[config.mk]
export PLATFORM = sky130hd
export DESIGN_NAME = eth_ip_tcp_header_parser
export DESIGN_NICKNAME = d
export VERILOG_FILES = /design/src/rtl/eitp_pkg.sv /design/src/rtl/eth_ip_tcp_header_parser.sv /design/src/rtl/eitp_in_reg.sv /design/src/rtl/eitp_parser.sv /design/src/rtl/eitp_out_reg.sv
export SDC_FILE = /design/constraint.sdc
export NUM_CORES = 1
export LEC_CHECK = 0
export BUFFER_PORTS_ARGS = -buffer_cell sky130_fd_sc_hd__buf_2
export CAP_MARGIN = 20
export CORE_ASPECT_RATIO = 1.75
export CORE_MARGIN = 1.5
export CORE_UTILIZATION = 45
export CTS_CLUSTER_DIAMETER = 40
export DETAILED_ROUTE_END_ITERATION = 10
export HOLD_SLACK_MARGIN = 0.1
export SYNTH_ARGS = -nofsm -noshare
export SYNTH_HDL_FRONTEND = slang
export SYNTH_SLANG_ARGS = --single-unit
[constraint.sdc]
create_clock -name clk_i -period 5.1 [get_ports clk_i]
set_clock_uncertainty 0.15 [all_clocks]
set_input_delay 0.51 -clock clk_i [delete_from_list [all_inputs] [get_ports clk_i]]
set_output_delay 0.51 -clock clk_i [all_outputs]
set_load 0.02 [all_outputs]
[src/rtl/eitp_pkg.sv]
package eitp_pkg;

  localparam int unsigned CountBitsDef = 16;
  localparam int unsigned IpEndW       = 7;
  localparam int unsigned TcpEndW      = 8;
  localparam int unsigned LenW         = 16;

  localparam logic [15:0] EtherTypeIpv6 = 16'h86DD;
  localparam logic [15:0] EtherTypeIpv4 = 16'h0800;
  localparam logic [7:0]  ProtoTcp      = 8'h06;
  localparam logic [3:0]  IpVersion4    = 4'd4;
  localparam logic [3:0]  MinHdrWords   = 4'd5;
  localparam logic [IpEndW-1:0] Ipv6HdrEnd = IpEndW'(54);
  localparam logic [IpEndW-1:0] EthHdrLen  = IpEndW'(14);
  localparam logic [LenW-1:0]   LenMax     = '1;

  typedef enum logic [2:0] {
    PH_ETH     = 3'd0,
    PH_V4      = 3'd1,
    PH_V6      = 3'd2,
    PH_TCP     = 3'd3,
    PH_PAYLOAD = 3'd4,
    PH_SKIP    = 3'd5
  } phase_e;

  typedef enum logic [2:0] {
    ST_TCP_PAYLOAD  = 3'd0,
    ST_TCP_EMPTY    = 3'd1,
    ST_V6_NH_OTHER  = 3'd2,
    ST_V4_PROTO_OTH = 3'd3,
    ST_ETYPE_OTHER  = 3'd4,
    ST_BAD_VERSION  = 3'd5,
    ST_TRUNCATED    = 3'd6
  } status_e;

  typedef enum logic {
    KIND_PAYLOAD = 1'b0,
    KIND_SUMMARY = 1'b1
  } kind_e;

  typedef struct packed {
    logic [7:0] frame_byte;
    logic       end_of_frame;
  } item_t;

  typedef struct packed {
    kind_e       result_kind;
    logic [7:0]  payload_byte;
    status_e     frame_status;
    logic [7:0]  ip_protocol;
    logic [15:0] ether_kind;
    logic [15:0] source_port;
    logic [15:0] destination_port;
    logic [15:0] payload_total;
    logic        run_end;
  } result_t;

endpackage

[src/rtl/eth_ip_tcp_header_parser.sv]
// Ethernet / IPv4 / IPv6 / TCP header parser.
// Slave channel: one frame byte per transfer in s_axis_tdata_i, tlast on the
// last captured byte of the frame. Master channel: one result per transfer;
// tuser says payload byte (0) or end-of-frame summary (1), tlast is set on the
// summary. A payload result carries only the byte; the summary carries status,
// protocol, EtherType, TCP ports and payload length.
// An accepted byte passes the input register, then the result register,
// before its result reaches the master side. Throughput: one byte per cycle
// while the receiver takes results; a last byte that is also a payload byte
// yields two results and stays in the input register until the summary is made.
// Header bytes produce no result.
// Reset clears the parse state to the start of an Ethernet header and empties
// both registers. When the receiver stalls, the result register holds its
// transfer and tready drops as soon as the input register holds a byte,
// until the result drains.
module eth_ip_tcp_header_parser #(
  parameter int unsigned COUNT_BITS = eitp_pkg::CountBitsDef
) (
  input  logic        clk_i,
  input  logic        rst_ni,
  input  logic        s_axis_tvalid_i,
  output logic        s_axis_tready_o,
  input  logic [7:0]  s_axis_tdata_i,   // frame_byte
  input  logic        s_axis_tlast_i,   // end_of_frame
  output logic        m_axis_tvalid_o,
  input  logic        m_axis_tready_i,
  output logic [87:0] m_axis_tdata_o,   // payload_byte, frame_status, ip_protocol,
                                        // ether_kind, source_port,
                                        // destination_port, payload_total, zero pad
  output logic        m_axis_tuser_o,   // result_kind
  output logic        m_axis_tlast_o    // run_end
);
  import eitp_pkg::*;

  item_t   in_item;
  item_t   held_item;
  logic    held_valid;
  logic    take;
  logic    res_valid;
  result_t res;
  logic    out_ready;
  result_t out_res;

  assign in_item.frame_byte   = s_axis_tdata_i;
  assign in_item.end_of_frame = s_axis_tlast_i;

  eitp_in_reg u_in_reg (
    .clk_i   (clk_i),
    .rst_ni  (rst_ni),
    .valid_i (s_axis_tvalid_i),
    .ready_o (s_axis_tready_o),
    .item_i  (in_item),
    .valid_o (held_valid),
    .item_o  (held_item),
    .take_i  (take)
  );

  eitp_parser #(
    .COUNT_BITS (COUNT_BITS)
  ) u_parser (
    .clk_i        (clk_i),
    .rst_ni       (rst_ni),
    .item_valid_i (held_valid),
    .item_i       (held_item),
    .out_ready_i  (out_ready),
    .take_o       (take),
    .res_valid_o  (res_valid),
    .res_o        (res)
  );

  eitp_out_reg u_out_reg (
    .clk_i       (clk_i),
    .rst_ni      (rst_ni),
    .res_valid_i (res_valid),
    .res_i       (res),
    .ready_o     (out_ready),
    .valid_o     (m_axis_tvalid_o),
    .res_o       (out_res),
    .ready_i     (m_axis_tready_i)
  );

  assign m_axis_tdata_o = {5'd0,
                           out_res.payload_total,
                           out_res.destination_port,
                           out_res.source_port,
                           out_res.ether_kind,
                           out_res.ip_protocol,
                           out_res.frame_status,
                           out_res.payload_byte};
  assign m_axis_tuser_o = out_res.result_kind;
  assign m_axis_tlast_o = out_res.run_end;

endmodule

[src/rtl/eitp_in_reg.sv]
module eitp_in_reg (
  input  logic            clk_i,
  input  logic            rst_ni,
  input  logic            valid_i,
  output logic            ready_o,
  input  eitp_pkg::item_t item_i,
  output logic            valid_o,
  output eitp_pkg::item_t item_o,
  input  logic            take_i
);
  import eitp_pkg::*;

  logic  valid_q, valid_d;
  item_t item_q, item_d;

  assign ready_o = !valid_q || take_i;

  always_comb begin
    valid_d = valid_q;
    item_d  = item_q;
    if (ready_o) begin
      valid_d = valid_i;
      item_d  = item_i;
    end
  end

  always_ff @(posedge clk_i or negedge rst_ni) begin
    if (!rst_ni) begin
      valid_q <= 1'b0;
    end else begin
      valid_q <= valid_d;
    end
  end

  always_ff @(posedge clk_i) begin
    item_q <= item_d;
  end

  assign valid_o = valid_q;
  assign item_o  = item_q;

endmodule

[src/rtl/eitp_parser.sv]
module eitp_parser #(
  parameter int unsigned COUNT_BITS = eitp_pkg::CountBitsDef
) (
  input  logic              clk_i,
  input  logic              rst_ni,
  input  logic              item_valid_i,
  input  eitp_pkg::item_t   item_i,
  input  logic              out_ready_i,
  output logic              take_o,
  output logic              res_valid_o,
  output eitp_pkg::result_t res_o
);
  import eitp_pkg::*;

  logic [COUNT_BITS-1:0] pos_q, pos_d, pos_s;
  logic [15:0]           etype_q, etype_d, etype_s;
  logic [IpEndW-1:0]     ip_end_q, ip_end_d, ip_end_s;
  logic [7:0]            proto_q, proto_d, proto_s;
  logic [TcpEndW-1:0]    tcp_end_q, tcp_end_d, tcp_end_s;
  logic [15:0]           sport_q, sport_d, sport_s;
  logic [15:0]           dport_q, dport_d, dport_s;
  logic [LenW-1:0]       cnt_q, cnt_d, cnt_s;
  phase_e                phase_q, phase_d, phase_s;
  logic                  verr_q, verr_d, verr_s;
  logic                  pend_q, pend_d;

  logic                  advance;
  logic                  split_first;
  logic                  emit_sum;
  logic [7:0]            b;
  logic [COUNT_BITS-1:0] p_inc;
  logic [COUNT_BITS-1:0] tcp_off;
  logic [3:0]            hdr_words;
  logic                  opts_reached;
  status_e               status;

  assign b            = item_i.frame_byte;
  assign advance      = item_valid_i && out_ready_i;
  assign split_first  = !pend_q && item_i.end_of_frame && (phase_q == PH_PAYLOAD);
  assign emit_sum     = advance && (pend_q || (item_i.end_of_frame && phase_q != PH_PAYLOAD));
  assign p_inc        = pos_q + COUNT_BITS'(1);
  assign tcp_off      = pos_q - COUNT_BITS'(ip_end_q);
  assign opts_reached = pos_q >= (COUNT_BITS'(ip_end_q) + COUNT_BITS'(12));

  // Header step for one byte; with a summary pending the state already holds it.
  always_comb begin
    pos_s     = pos_q;
    etype_s   = etype_q;
    ip_end_s  = ip_end_q;
    proto_s   = proto_q;
    tcp_end_s = tcp_end_q;
    sport_s   = sport_q;
    dport_s   = dport_q;
    cnt_s     = cnt_q;
    phase_s   = phase_q;
    verr_s    = verr_q;
    hdr_words = MinHdrWords;
    if (!pend_q) begin
      unique case (phase_q)
        PH_ETH: begin
          if (pos_q == COUNT_BITS'(12)) begin
            etype_s = {b, 8'h00};
          end else if (pos_q == COUNT_BITS'(13)) begin
            etype_s = {etype_q[15:8], b};
            if (etype_s == EtherTypeIpv6) begin
              phase_s  = PH_V6;
              ip_end_s = Ipv6HdrEnd;
            end else if (etype_s == EtherTypeIpv4) begin
              phase_s = PH_V4;
            end else begin
              phase_s = PH_SKIP;
            end
          end
        end
        PH_V4: begin
          if (pos_q == COUNT_BITS'(14)) begin
            if (b[7:4] != IpVersion4) begin
              verr_s  = 1'b1;
              phase_s = PH_SKIP;
            end
            hdr_words = (b[3:0] < MinHdrWords) ? MinHdrWords : b[3:0];
            ip_end_s  = EthHdrLen + IpEndW'({hdr_words, 2'b00});
          end else if (pos_q == COUNT_BITS'(23)) begin
            proto_s = b;
            if (b != ProtoTcp) phase_s = PH_SKIP;
          end
          if (phase_s == PH_V4 && pos_q > COUNT_BITS'(23) && p_inc == COUNT_BITS'(ip_end_q)) begin
            phase_s = PH_TCP;
          end
        end
        PH_V6: begin
          if (pos_q == COUNT_BITS'(20)) begin
            proto_s = b;
            if (b != ProtoTcp) phase_s = PH_SKIP;
          end
          if (phase_s == PH_V6 && p_inc == COUNT_BITS'(ip_end_q)) begin
            phase_s = PH_TCP;
          end
        end
        PH_TCP: begin
          if (tcp_off == COUNT_BITS'(0)) begin
            sport_s = {b, 8'h00};
          end else if (tcp_off == COUNT_BITS'(1)) begin
            sport_s = {sport_q[15:8], b};
          end else if (tcp_off == COUNT_BITS'(2)) begin
            dport_s = {b, 8'h00};
          end else if (tcp_off == COUNT_BITS'(3)) begin
            dport_s = {dport_q[15:8], b};
          end else if (tcp_off == COUNT_BITS'(12)) begin
            hdr_words = (b[7:4] < MinHdrWords) ? MinHdrWords : b[7:4];
            tcp_end_s = TcpEndW'(ip_end_q) + TcpEndW'({hdr_words, 2'b00});
          end else if (tcp_off > COUNT_BITS'(12) && p_inc == COUNT_BITS'(tcp_end_q)) begin
            phase_s = PH_PAYLOAD;
          end
        end
        PH_PAYLOAD: begin
          if (cnt_q != LenMax) cnt_s = cnt_q + LenW'(1);
        end
        default: begin
        end
      endcase
      if (pos_q != '1) pos_s = p_inc;
    end
  end

  always_comb begin
    if (verr_s) begin
      status = ST_BAD_VERSION;
    end else begin
      case (phase_s)
        PH_SKIP: begin
          if (etype_s == EtherTypeIpv6)      status = ST_V6_NH_OTHER;
          else if (etype_s == EtherTypeIpv4) status = ST_V4_PROTO_OTH;
          else                               status = ST_ETYPE_OTHER;
        end
        PH_TCP:     status = opts_reached ? ST_TCP_EMPTY : ST_TRUNCATED;
        PH_PAYLOAD: status = (cnt_s != '0) ? ST_TCP_PAYLOAD : ST_TCP_EMPTY;
        default:    status = ST_TRUNCATED;
      endcase
    end
  end

  // Next state: commit the step, or clear everything after the summary.
  always_comb begin
    pos_d     = pos_q;
    etype_d   = etype_q;
    ip_end_d  = ip_end_q;
    proto_d   = proto_q;
    tcp_end_d = tcp_end_q;
    sport_d   = sport_q;
    dport_d   = dport_q;
    cnt_d     = cnt_q;
    phase_d   = phase_q;
    verr_d    = verr_q;
    pend_d    = pend_q;
    if (emit_sum) begin
      pos_d     = '0;
      etype_d   = '0;
      ip_end_d  = '0;
      proto_d   = '0;
      tcp_end_d = '0;
      sport_d   = '0;
      dport_d   = '0;
      cnt_d     = '0;
      phase_d   = PH_ETH;
      verr_d    = 1'b0;
      pend_d    = 1'b0;
    end else if (advance) begin
      pos_d     = pos_s;
      etype_d   = etype_s;
      ip_end_d  = ip_end_s;
      proto_d   = proto_s;
      tcp_end_d = tcp_end_s;
      sport_d   = sport_s;
      dport_d   = dport_s;
      cnt_d     = cnt_s;
      phase_d   = phase_s;
      verr_d    = verr_s;
      pend_d    = split_first;
    end
  end

  always_comb begin
    res_o       = '0;
    res_valid_o = 1'b0;
    take_o      = advance && !split_first;
    if (emit_sum) begin
      res_valid_o            = 1'b1;
      res_o.result_kind      = KIND_SUMMARY;
      res_o.frame_status     = status;
      res_o.ip_protocol      = proto_s;
      res_o.ether_kind       = etype_s;
      res_o.source_port      = sport_s;
      res_o.destination_port = dport_s;
      res_o.payload_total    = cnt_s;
      res_o.run_end          = 1'b1;
    end else if (advance && phase_q == PH_PAYLOAD) begin
      res_valid_o        = 1'b1;
      res_o.result_kind  = KIND_PAYLOAD;
      res_o.payload_byte = b;
    end
  end

  always_ff @(posedge clk_i or negedge rst_ni) begin
    if (!rst_ni) begin
      pos_q     <= '0;
      etype_q   <= '0;
      ip_end_q  <= '0;
      proto_q   <= '0;
      tcp_end_q <= '0;
      sport_q   <= '0;
      dport_q   <= '0;
      cnt_q     <= '0;
      phase_q   <= PH_ETH;
      verr_q    <= 1'b0;
      pend_q    <= 1'b0;
    end else begin
      pos_q     <= pos_d;
      etype_q   <= etype_d;
      ip_end_q  <= ip_end_d;
      proto_q   <= proto_d;
      tcp_end_q <= tcp_end_d;
      sport_q   <= sport_d;
      dport_q   <= dport_d;
      cnt_q     <= cnt_d;
      phase_q   <= phase_d;
      verr_q    <= verr_d;
      pend_q    <= pend_d;
    end
  end

  a_pend_holds_item: assert property (@(posedge clk_i) disable iff (!rst_ni)
    pend_q |-> item_valid_i)
    else $error("summary pending without its frame byte held");

  a_pend_resolves: assert property (@(posedge clk_i) disable iff (!rst_ni)
    (advance && pend_q) |=> !pend_q)
    else $error("pending summary not retired");

  a_payload_phase: assert property (@(posedge clk_i) disable iff (!rst_ni)
    (res_valid_o && res_o.result_kind == KIND_PAYLOAD) |-> (phase_q == PH_PAYLOAD && !pend_q))
    else $error("payload byte emitted outside payload phase");

  a_summary_clears: assert property (@(posedge clk_i) disable iff (!rst_ni)
    emit_sum |=> (phase_q == PH_ETH && pos_q == '0 && cnt_q == '0))
    else $error("frame state not cleared after summary");

endmodule

[src/rtl/eitp_out_reg.sv]
module eitp_out_reg (
  input  logic              clk_i,
  input  logic              rst_ni,
  input  logic              res_valid_i,
  input  eitp_pkg::result_t res_i,
  output logic              ready_o,
  output logic              valid_o,
  output eitp_pkg::result_t res_o,
  input  logic              ready_i
);
  import eitp_pkg::*;

  logic    valid_q, valid_d;
  result_t res_q, res_d;

  assign ready_o = !valid_q || ready_i;

  always_comb begin
    valid_d = valid_q;
    res_d   = res_q;
    if (ready_o) begin
      valid_d = res_valid_i;
      res_d   = res_i;
    end
  end

  always_ff @(posedge clk_i or negedge rst_ni) begin
    if (!rst_ni) begin
      valid_q <= 1'b0;
    end else begin
      valid_q <= valid_d;
    end
  end

  always_ff @(posedge clk_i) begin
    res_q <= res_d;
  end

  assign valid_o = valid_q;
  assign res_o   = res_q;

endmodule

==> reports/qor.csv, run 1 <==
stage;metric;value;unit
power;power_leakage;5.43;nW
drt;wl_per_cell;20.1;um
clocking;root_buffer;clkbuf_16;
clocking;h-tree-depth;1;
yosys;async_flop_share;0.535;
worst_setup_path;crit_arrival;4.26;ns
worst_setup_path;critical_path_buf_inv_count;0;
place;port_buffers;99;
clocking;clk_path_buf_depth;3;
yosys;synth_top_area_frac;0.248;
worst_setup_path;cp.required;5.19;ns
floorplan;coreArea;24700;um^2
yosys;syn_area;11400;um^2
power;swShare;0.276;
worst_setup_path;end_kind;flop;
timing;maxSlewViolCount;0;
power;ir_drop;220;uV
drt;drc;0;
yosys;ys.warnings.count;0;
yosys;ys_seq_elements;202;
yosys;synth_common_cells;151 x nand2_1, 129 x nor2_1, 108 x dfrtp_1;
timing;relSlewSlack;0.358;
yosys;synth.distinct_cells;99;
worst_setup_path;r2r_slack;0.93;ns
timing;hold_viol_final;0;
worst_setup_path;cp.depth;10;
worst_setup_path;worstSetupStartpointType;flop;
clocking;clock-sinks;202;
floorplan;rows;76;
drt;wl_met2;16800;um
worst_setup_path;ff2ff_path_depth;10;
timing;fin_tns_setup;0;ns
timing;holdWs;0.244;ns
drt;postRouteWirelength;31500;um
timing;fin_crit;4.17;ns
yosys;avgSynthCellArea;9.76;um^2
power;combPwrFrac;0.122;
yosys;synthTopCellsByArea;edfxtp_1 25%, dfrtp_1 24%, nand2_1 5.0%;
drt;dr.pass1.iters;6;
outcome;status;finished clean;
clocking;holdBufCountCts;11;
place;dp.final_hpwl;22600;um
power;switching_power;0.00114;W
floorplan;pin_count;105;
yosys;synth_largest_area_cell;edfxtp_1;
power;intPower;0.00298;W
finish;drive_gt1_frac;0.163;
drt;met1Wirelength;11700;um
timing;rsz0062_at_grt;false;
finish;fill_cells;2287;
worst_setup_path;cp_top_family;simple AND/OR/NAND/NOR gates;
power;powerDensity;318;nW/um^2
floorplan;start_util;0.460;
yosys;synth-edff-count;94;
grt;grt_max_degree;75;
power;power_frac_seq;0.443;
floorplan;dieArea;26300;um^2
min_path;whs_path_depth;3;
place;place.gp.congestion;0.898;
timing;finalSetupViolCount;0;
clocking;tritoncts;built;
place;dpl_worst_slack;1.01;ns
timing;final.period_utilization;0.817;
drt;wl_met3;1470;um
worst_setup_path;critPathMaxStageDelay;0.64;ns
min_path;holdCritPathClass;in2reg;
timing;fmax;240;MHz
worst_setup_path;critPathSlowestCell;dfrtp_1;
grt;grt_pass1_wl;49600;um
floorplan;die_h;213;um
clocking;cts_made_buffers;24;
finish;area_growth;13.9;%
yosys;syn_inst;1165;
worst_setup_path;cp_max_fo;13;
yosys;synth.most_common_cell;nand2_1;
clocking;cts_setup_buffers;0;
finish;n_antenna_cell;0;
drt;ant_nets;0;
clocking;cts_resized;0;
flow_run;timing.max_cap.violations;0;
grt;globalRouteOverflowTotal;0;
timing;setup_ws;0.931;ns
finish;num-nets-final;1277;
timing;max_slew.worst_pin.slew;0.963;ns
drt;drt_iter0_drc;521;
worst_setup_path;path_class;reg2reg;
drt;highest_layer;met4;
clocking;clock_latency;0.53;ns
drt;vias_per_cell;5.94;
worst_setup_path;worstPathCellList;ha_1 -> nand4_1 -> nor2_1 -> and3_1 -> o22ai_1 -> nor4_4 -> a21oi_1 -> nor3_1 -> o21bai_1 -> o21ai_1;
clocking;cts.clk_slew.worst_paths;0.06;ns
drt;vias;9322;
floorplan;dieWidth;123;um
power;power_frac_clock;0.435;
grt;antenna_found_initial;0;
yosys;ys.flop_type;dfrtp_1;
grt;grt_usage;0.245;
grt;grt_pass1_vias;9189;
yosys;yosysSeqAreaShare;0.486;
-- placed cells by master (no fill, tap or decap), types with 6 or more instances in the layout --
cell type / count
nand2_1: 150
nor2_1: 129
dfrtp_1: 108
buf_2: 98
edfxtp_1: 94
o21ai_0: 68
o21ai_1: 49
a21oi_1: 46
mux2i_1: 43
and3_1: 33
nand3_1: 28
clkbuf_16: 25
ha_1: 23
buf_4: 22
nand4_1: 21
xnor2_1: 20
inv_1: 18
nor3_1: 17
a22oi_1: 17
nor4_1: 15
xor2_1: 13
dlygate4sd3_1: 11
nor2b_1: 10
a31oi_1: 10
nand2b_1: 9
o31ai_1: 9
and4_1: 7
a211oi_1: 7
nor3b_1: 7
nand3b_1: 6
o2111ai_1: 6
a21o_1: 6
-- tightest hold or removal path, delay by kind of cell --
kind          cells  cell delay, ns
buf+inv           1            0.08
simple gates      2            0.30
-- cells by family after synthesis --
kind of cell | Yosys count | synth area share
fa+ha+maj | 25 | 0.0288
xor+xnor | 33 | 0.0254
flops | 202 | 0.486
simple gates | 476 | 0.212
buf+inv | 107 | 0.0463
other cells | 1 | 0.000330
compound gates | 277 | 0.163
mux | 44 | 0.0388
-- metrics by stage --
| stage | total power [W] | utilization | cell area (um^2) | cells |
|---|---|---|---|---|
| after floorplan | 0.00218 | - | 11400 | 1169 |
| after global placement | 0.00236 | 0.485 | 12000 | 1513 |
| after detailed placement | 0.00235 | 0.485 | 12000 | 1513 |
| after CTS | 0.00416 | 0.523 | 12900 | 1568 |
| after global routing | 0.00427 | 0.524 | 12900 | 1569 |
| final | 0.00412 | 0.524 | 12900 | 1569 |
-- layer usage --
metal	vias up	global-route usage
met5	-	0
met4	0	0.119
met3	94	0.0254
met2	315	0.449
met1	4514	0.278
li1	4399	-
-- power groups by stage --
| stage | clock, W | sequential [W] | combinational [W] |
|---|---|---|---|
| after detailed placement | 0 | 0.00186 | 0.000499 |
| after global placement | 0 | 0.00186 | 0.000500 |
| after global routing | 0.00190 | 0.00183 | 0.000545 |
| after floorplan | 0 | 0.00190 | 0.000275 |
| final | 0.00180 | 0.00182 | 0.000503 |
| after CTS | 0.00183 | 0.00182 | 0.000507 |
-- path summary, 6_finish.rpt --
check / from / endpoint
max: u_parser.pos_q[0] / u_out_reg.res_o[75]
min: m_axis_tready_i / u_out_reg.valid_o
max reg2reg: u_parser.pos_q[0] / u_out_reg.res_o[75]
max in group asynchronous: rst_ni / u_parser.etype_q[15]
min in group asynchronous: rst_ni / u_parser.tcp_end_q[3]
min reg2reg: u_parser.proto_q[5] / u_parser.proto_q[5]
-- flip-flops by register name, indices dropped and copies added (netlist names) --
register,count
u_parser.cnt_q,16
u_parser.ip_end_q,6
u_parser.dport_q,16
u_parser.sport_q,16
u_parser.etype_q,16
u_parser.verr_q,1
u_out_reg.res_o,85
u_in_reg.valid_o,1
u_parser.pend_q,1
u_parser.tcp_end_q,7
u_parser.pos_q,16
u_parser.phase_q,3
u_in_reg.item_o,9
u_out_reg.valid_o,1
u_parser.proto_q,8
-- final cells by class --
| class | count | area (um^2) | share of cell area |
|---|---|---|---|
| Multi-Input combinational cell | 860 | 5350 | 0.413 |
| Sequential cell | 202 | 5530 | 0.427 |
| Clock inverter | 16 | 194 | 0.0150 |
| Timing Repair Buffer | 132 | 777 | 0.0600 |
| Clock buffer | 28 | 637 | 0.0492 |
| Tap cell | 312 | 390 | 0.0301 |
| Inverter | 19 | 71.3 | 0.00551 |
(Power assumes the default switching activity.)
==> inputs of run 2 (changes only) <==
PLACE_DENSITY = 0.66   (was default)
clock period = 3.72 ns   (was 5.1 ns; I/O delays follow)
==> reports/qor.csv, run 2 (synthesized netlist as in run 1, its figures left out) <==
stage;metric;value;unit;change
outcome;status;finished clean;;
place;place.gp.congestion;1.00;;+12%
clocking;clk_path_buf_depth;3;;unchanged
finish;final_cell_mix;149 x nand2_1, 129 x nor2_1, 107 x dfrtp_1;;
power;power_frac_seq;0.451;;+0.008
clocking;clock-sinks;202;;unchanged
power;power_frac_clock;0.412;;-0.023
timing;relSlewSlack;0.329;;-0.0288
clocking;cts_made_buffers;22;;-8.3%
drt;drc;0;;unchanged
timing;hold_viol_final;0;;unchanged
floorplan;rows;76;;unchanged
timing;rsz0062_at_grt;false;;
clocking;clock_latency;0.52;ns;about the same
floorplan;start_util;0.460;;unchanged
grt;antenna_found_initial;0;;unchanged
power;powerDensity;414;nW/um^2;+30%
clocking;cts.clk_slew.worst_paths;0.07;ns;about the same
min_path;holdCritPathClass;reg2reg;;
power;combPwrFrac;0.138;;+0.016
grt;grt_pass1_wl;49900;um;+0.63%
timing;setup_ws;0.176;ns;-0.755 ns
grt;grt_max_degree;70;;-6.7%
worst_setup_path;cp.required;3.83;ns;-1.36 ns
power;power_leakage;5.65;nW;+4.0%
drt;wl_per_cell;19.6;um;-2.3%
drt;dr.pass1.iters;6;;unchanged
floorplan;coreArea;24700;um^2;unchanged
finish;drive_gt1_frac;0.196;;+0.0332
place;port_buffers;99;;unchanged
worst_setup_path;crit_arrival;3.66;ns;-0.60 ns
worst_setup_path;critPathMaxStageDelay;0.56;ns;-0.08 ns
worst_setup_path;path_class;reg2reg;;
drt;vias_per_cell;5.86;;-1.4%
grt;top_usage_layer;met2;;
clocking;root_buffer;clkbuf_16;;
clocking;tritoncts;built;;
grt;grt_usage;0.244;;about the same
power;swShare;0.281;;+0.00519
place;place_area;12400;um^2;+3.0%
power;switching_power;0.00155;W;+36%
timing;fmax;282;MHz;+18%
grt;grt_pass1_vias;9183;;-0.065%
floorplan;die_h;213;um;unchanged
finish;design_area;13300;um^2;+2.5%
floorplan;dieWidth;123;um;unchanged
timing;maxSlewViolCount;0;;unchanged
power;ir_drop;349;uV;+59%
place;dp_cells;1558;;+3.0%
grt;globalRouteOverflowTotal;0;;unchanged
timing;fin_tns_setup;0;ns;unchanged
drt;postRouteWirelength;31600;um;+0.31%
worst_setup_path;r2r_slack;0.18;ns;-0.75 ns
finish;n_antenna_cell;0;;unchanged
worst_setup_path;cp_max_fo;5;;-8
grt;met2_usage;0.449;;about the same
timing;max_slew.worst_pin.slew;1.01;ns;+0.0431 ns
finish;area_growth;16.7;%;
finish;largest_reg_flops;85;;unchanged
worst_setup_path;end_kind;flop;;
finish;num-nets-final;1321;;+3.4%
floorplan;dieArea;26300;um^2;unchanged
clocking;h-tree-depth;1;;unchanged
finish;final_cells;1611;;+2.7%
timing;finalSetupViolCount;0;;unchanged
worst_setup_path;crit_top_cell;a21oi_1;;
timing;holdWs;0.330;ns;+0.0859 ns
grt;grtUsageMet1;0.279;;+0.00146
timing;final.period_utilization;0.953;;+0.135
flow_run;timing.max_cap.violations;0;;unchanged
floorplan;pin_count;105;;unchanged
worst_setup_path;cp_top_family;compound AO/OA/AOI/OAI gates;;
power;intPower;0.00395;W;+32%
place;dpl_worst_slack;0.100;ns;-0.909 ns
worst_setup_path;worstPathCellList;inv_1 -> ha_1 -> o211ai_1 -> a21oi_1 -> or4_4 -> a221oi_4 -> o211ai_4 -> a311oi_4 -> o211ai_2 -> o21bai_1 -> a21oi_1;;
timing;fin_crit;3.54;ns;-0.625 ns
worst_setup_path;critical_path_buf_inv_count;1;;+1
grt;met3_usage;0.0283;;+0.00294
drt;vias;9441;;+1.3%
worst_setup_path;worstSetupStartpointType;flop;;
drt;ant_nets;0;;unchanged
drt;drt_iter0_drc;662;;+27%
worst_setup_path;critPathSlowestCell;or4_4;;
place;dp.final_hpwl;22900;um;+0.97%
finish;final_common_cell;nand2_1;;
==> run 2: changes by cell type in the layout (fill, tap and decap cells not counted), moves of 2 or more <==
cell,before,now
buf_12,0,2
clkinv_8,0,3
nor3_1,17,15
clkbuf_16,25,23
bufinv_16,3,1
inv_8,3,0
buf_4,22,67
clkbuf_8,0,3
nor3_2,5,7
==> run 2: power by group through the flow <==
stage,logic (W),registers (W),clock network [W]
after floorplan,0.000377,0.00260,0
after global placement,0.000740,0.00252,0
after detailed placement,0.000745,0.00252,0
after CTS,0.000755,0.00248,0.00230
after global routing,0.000815,0.00249,0.00239
final,0.000757,0.00248,0.00226
==> run 2: repair_timing <==
action | 4_1_cts | 5_1_grt
setup buffers | 0 | 2
resized for setup | 0 | 6
endpoints found under the setup margin | 0 | 48
hold buffers | 11 | 0
endpoints found under the hold margin | 78 | 0
==> run 2: final timing paths <==
path | end | startpoint | depth (start not counted)
min reg2reg | u_parser.proto_q[5] | u_parser.proto_q[5] | 2
max reg2reg | u_out_reg.res_o[74] | u_parser.ip_end_q[5] | 11
min | u_parser.proto_q[5] | u_parser.proto_q[5] | 2
min in group asynchronous | u_parser.cnt_q[5] | rst_ni | 2
max | u_out_reg.res_o[74] | u_parser.ip_end_q[5] | 11
max in group asynchronous | u_parser.etype_q[12] | rst_ni | 3
==> run 2: through the flow <==
step,power (W),util
2_1_floorplan,0.00298,-
3_3_place_gp,0.00326,0.500
3_5_place_dp,0.00327,0.500
4_1_cts,0.00553,0.535
5_1_grt,0.00569,0.537
6_report,0.00549,0.537
==> run 2: routing by layer <==
layer / wire (um) / vias to the layer above / part of all wire
met2: 17000 / 269 / 0.54
met5: 0 / - / 0
met1: 11900 / 4632 / 0.38
met4: 1340 / 0 / 0.042
met3: 1310 / 75 / 0.041
li1: - / 4465 / -
==> run 2: worst min-delay path, delay by kind of cell (launching register included) <==
family           cells  cell delay, ns
flip-flops           1            0.34
AO/OA/AOI/OAI        1            0.06
AND/OR/NAND/NOR      1            0.05
==> run 2: area by class of cell <==
class	instances	area [um^2]
well taps	312	390
flip-flops and latches	202	5530
clock inverters	12	140
clock buffers	28	624
inverters	19	71.3
multi-input cells	860	5380
fillers	2250	11500
repair buffers	178	1140
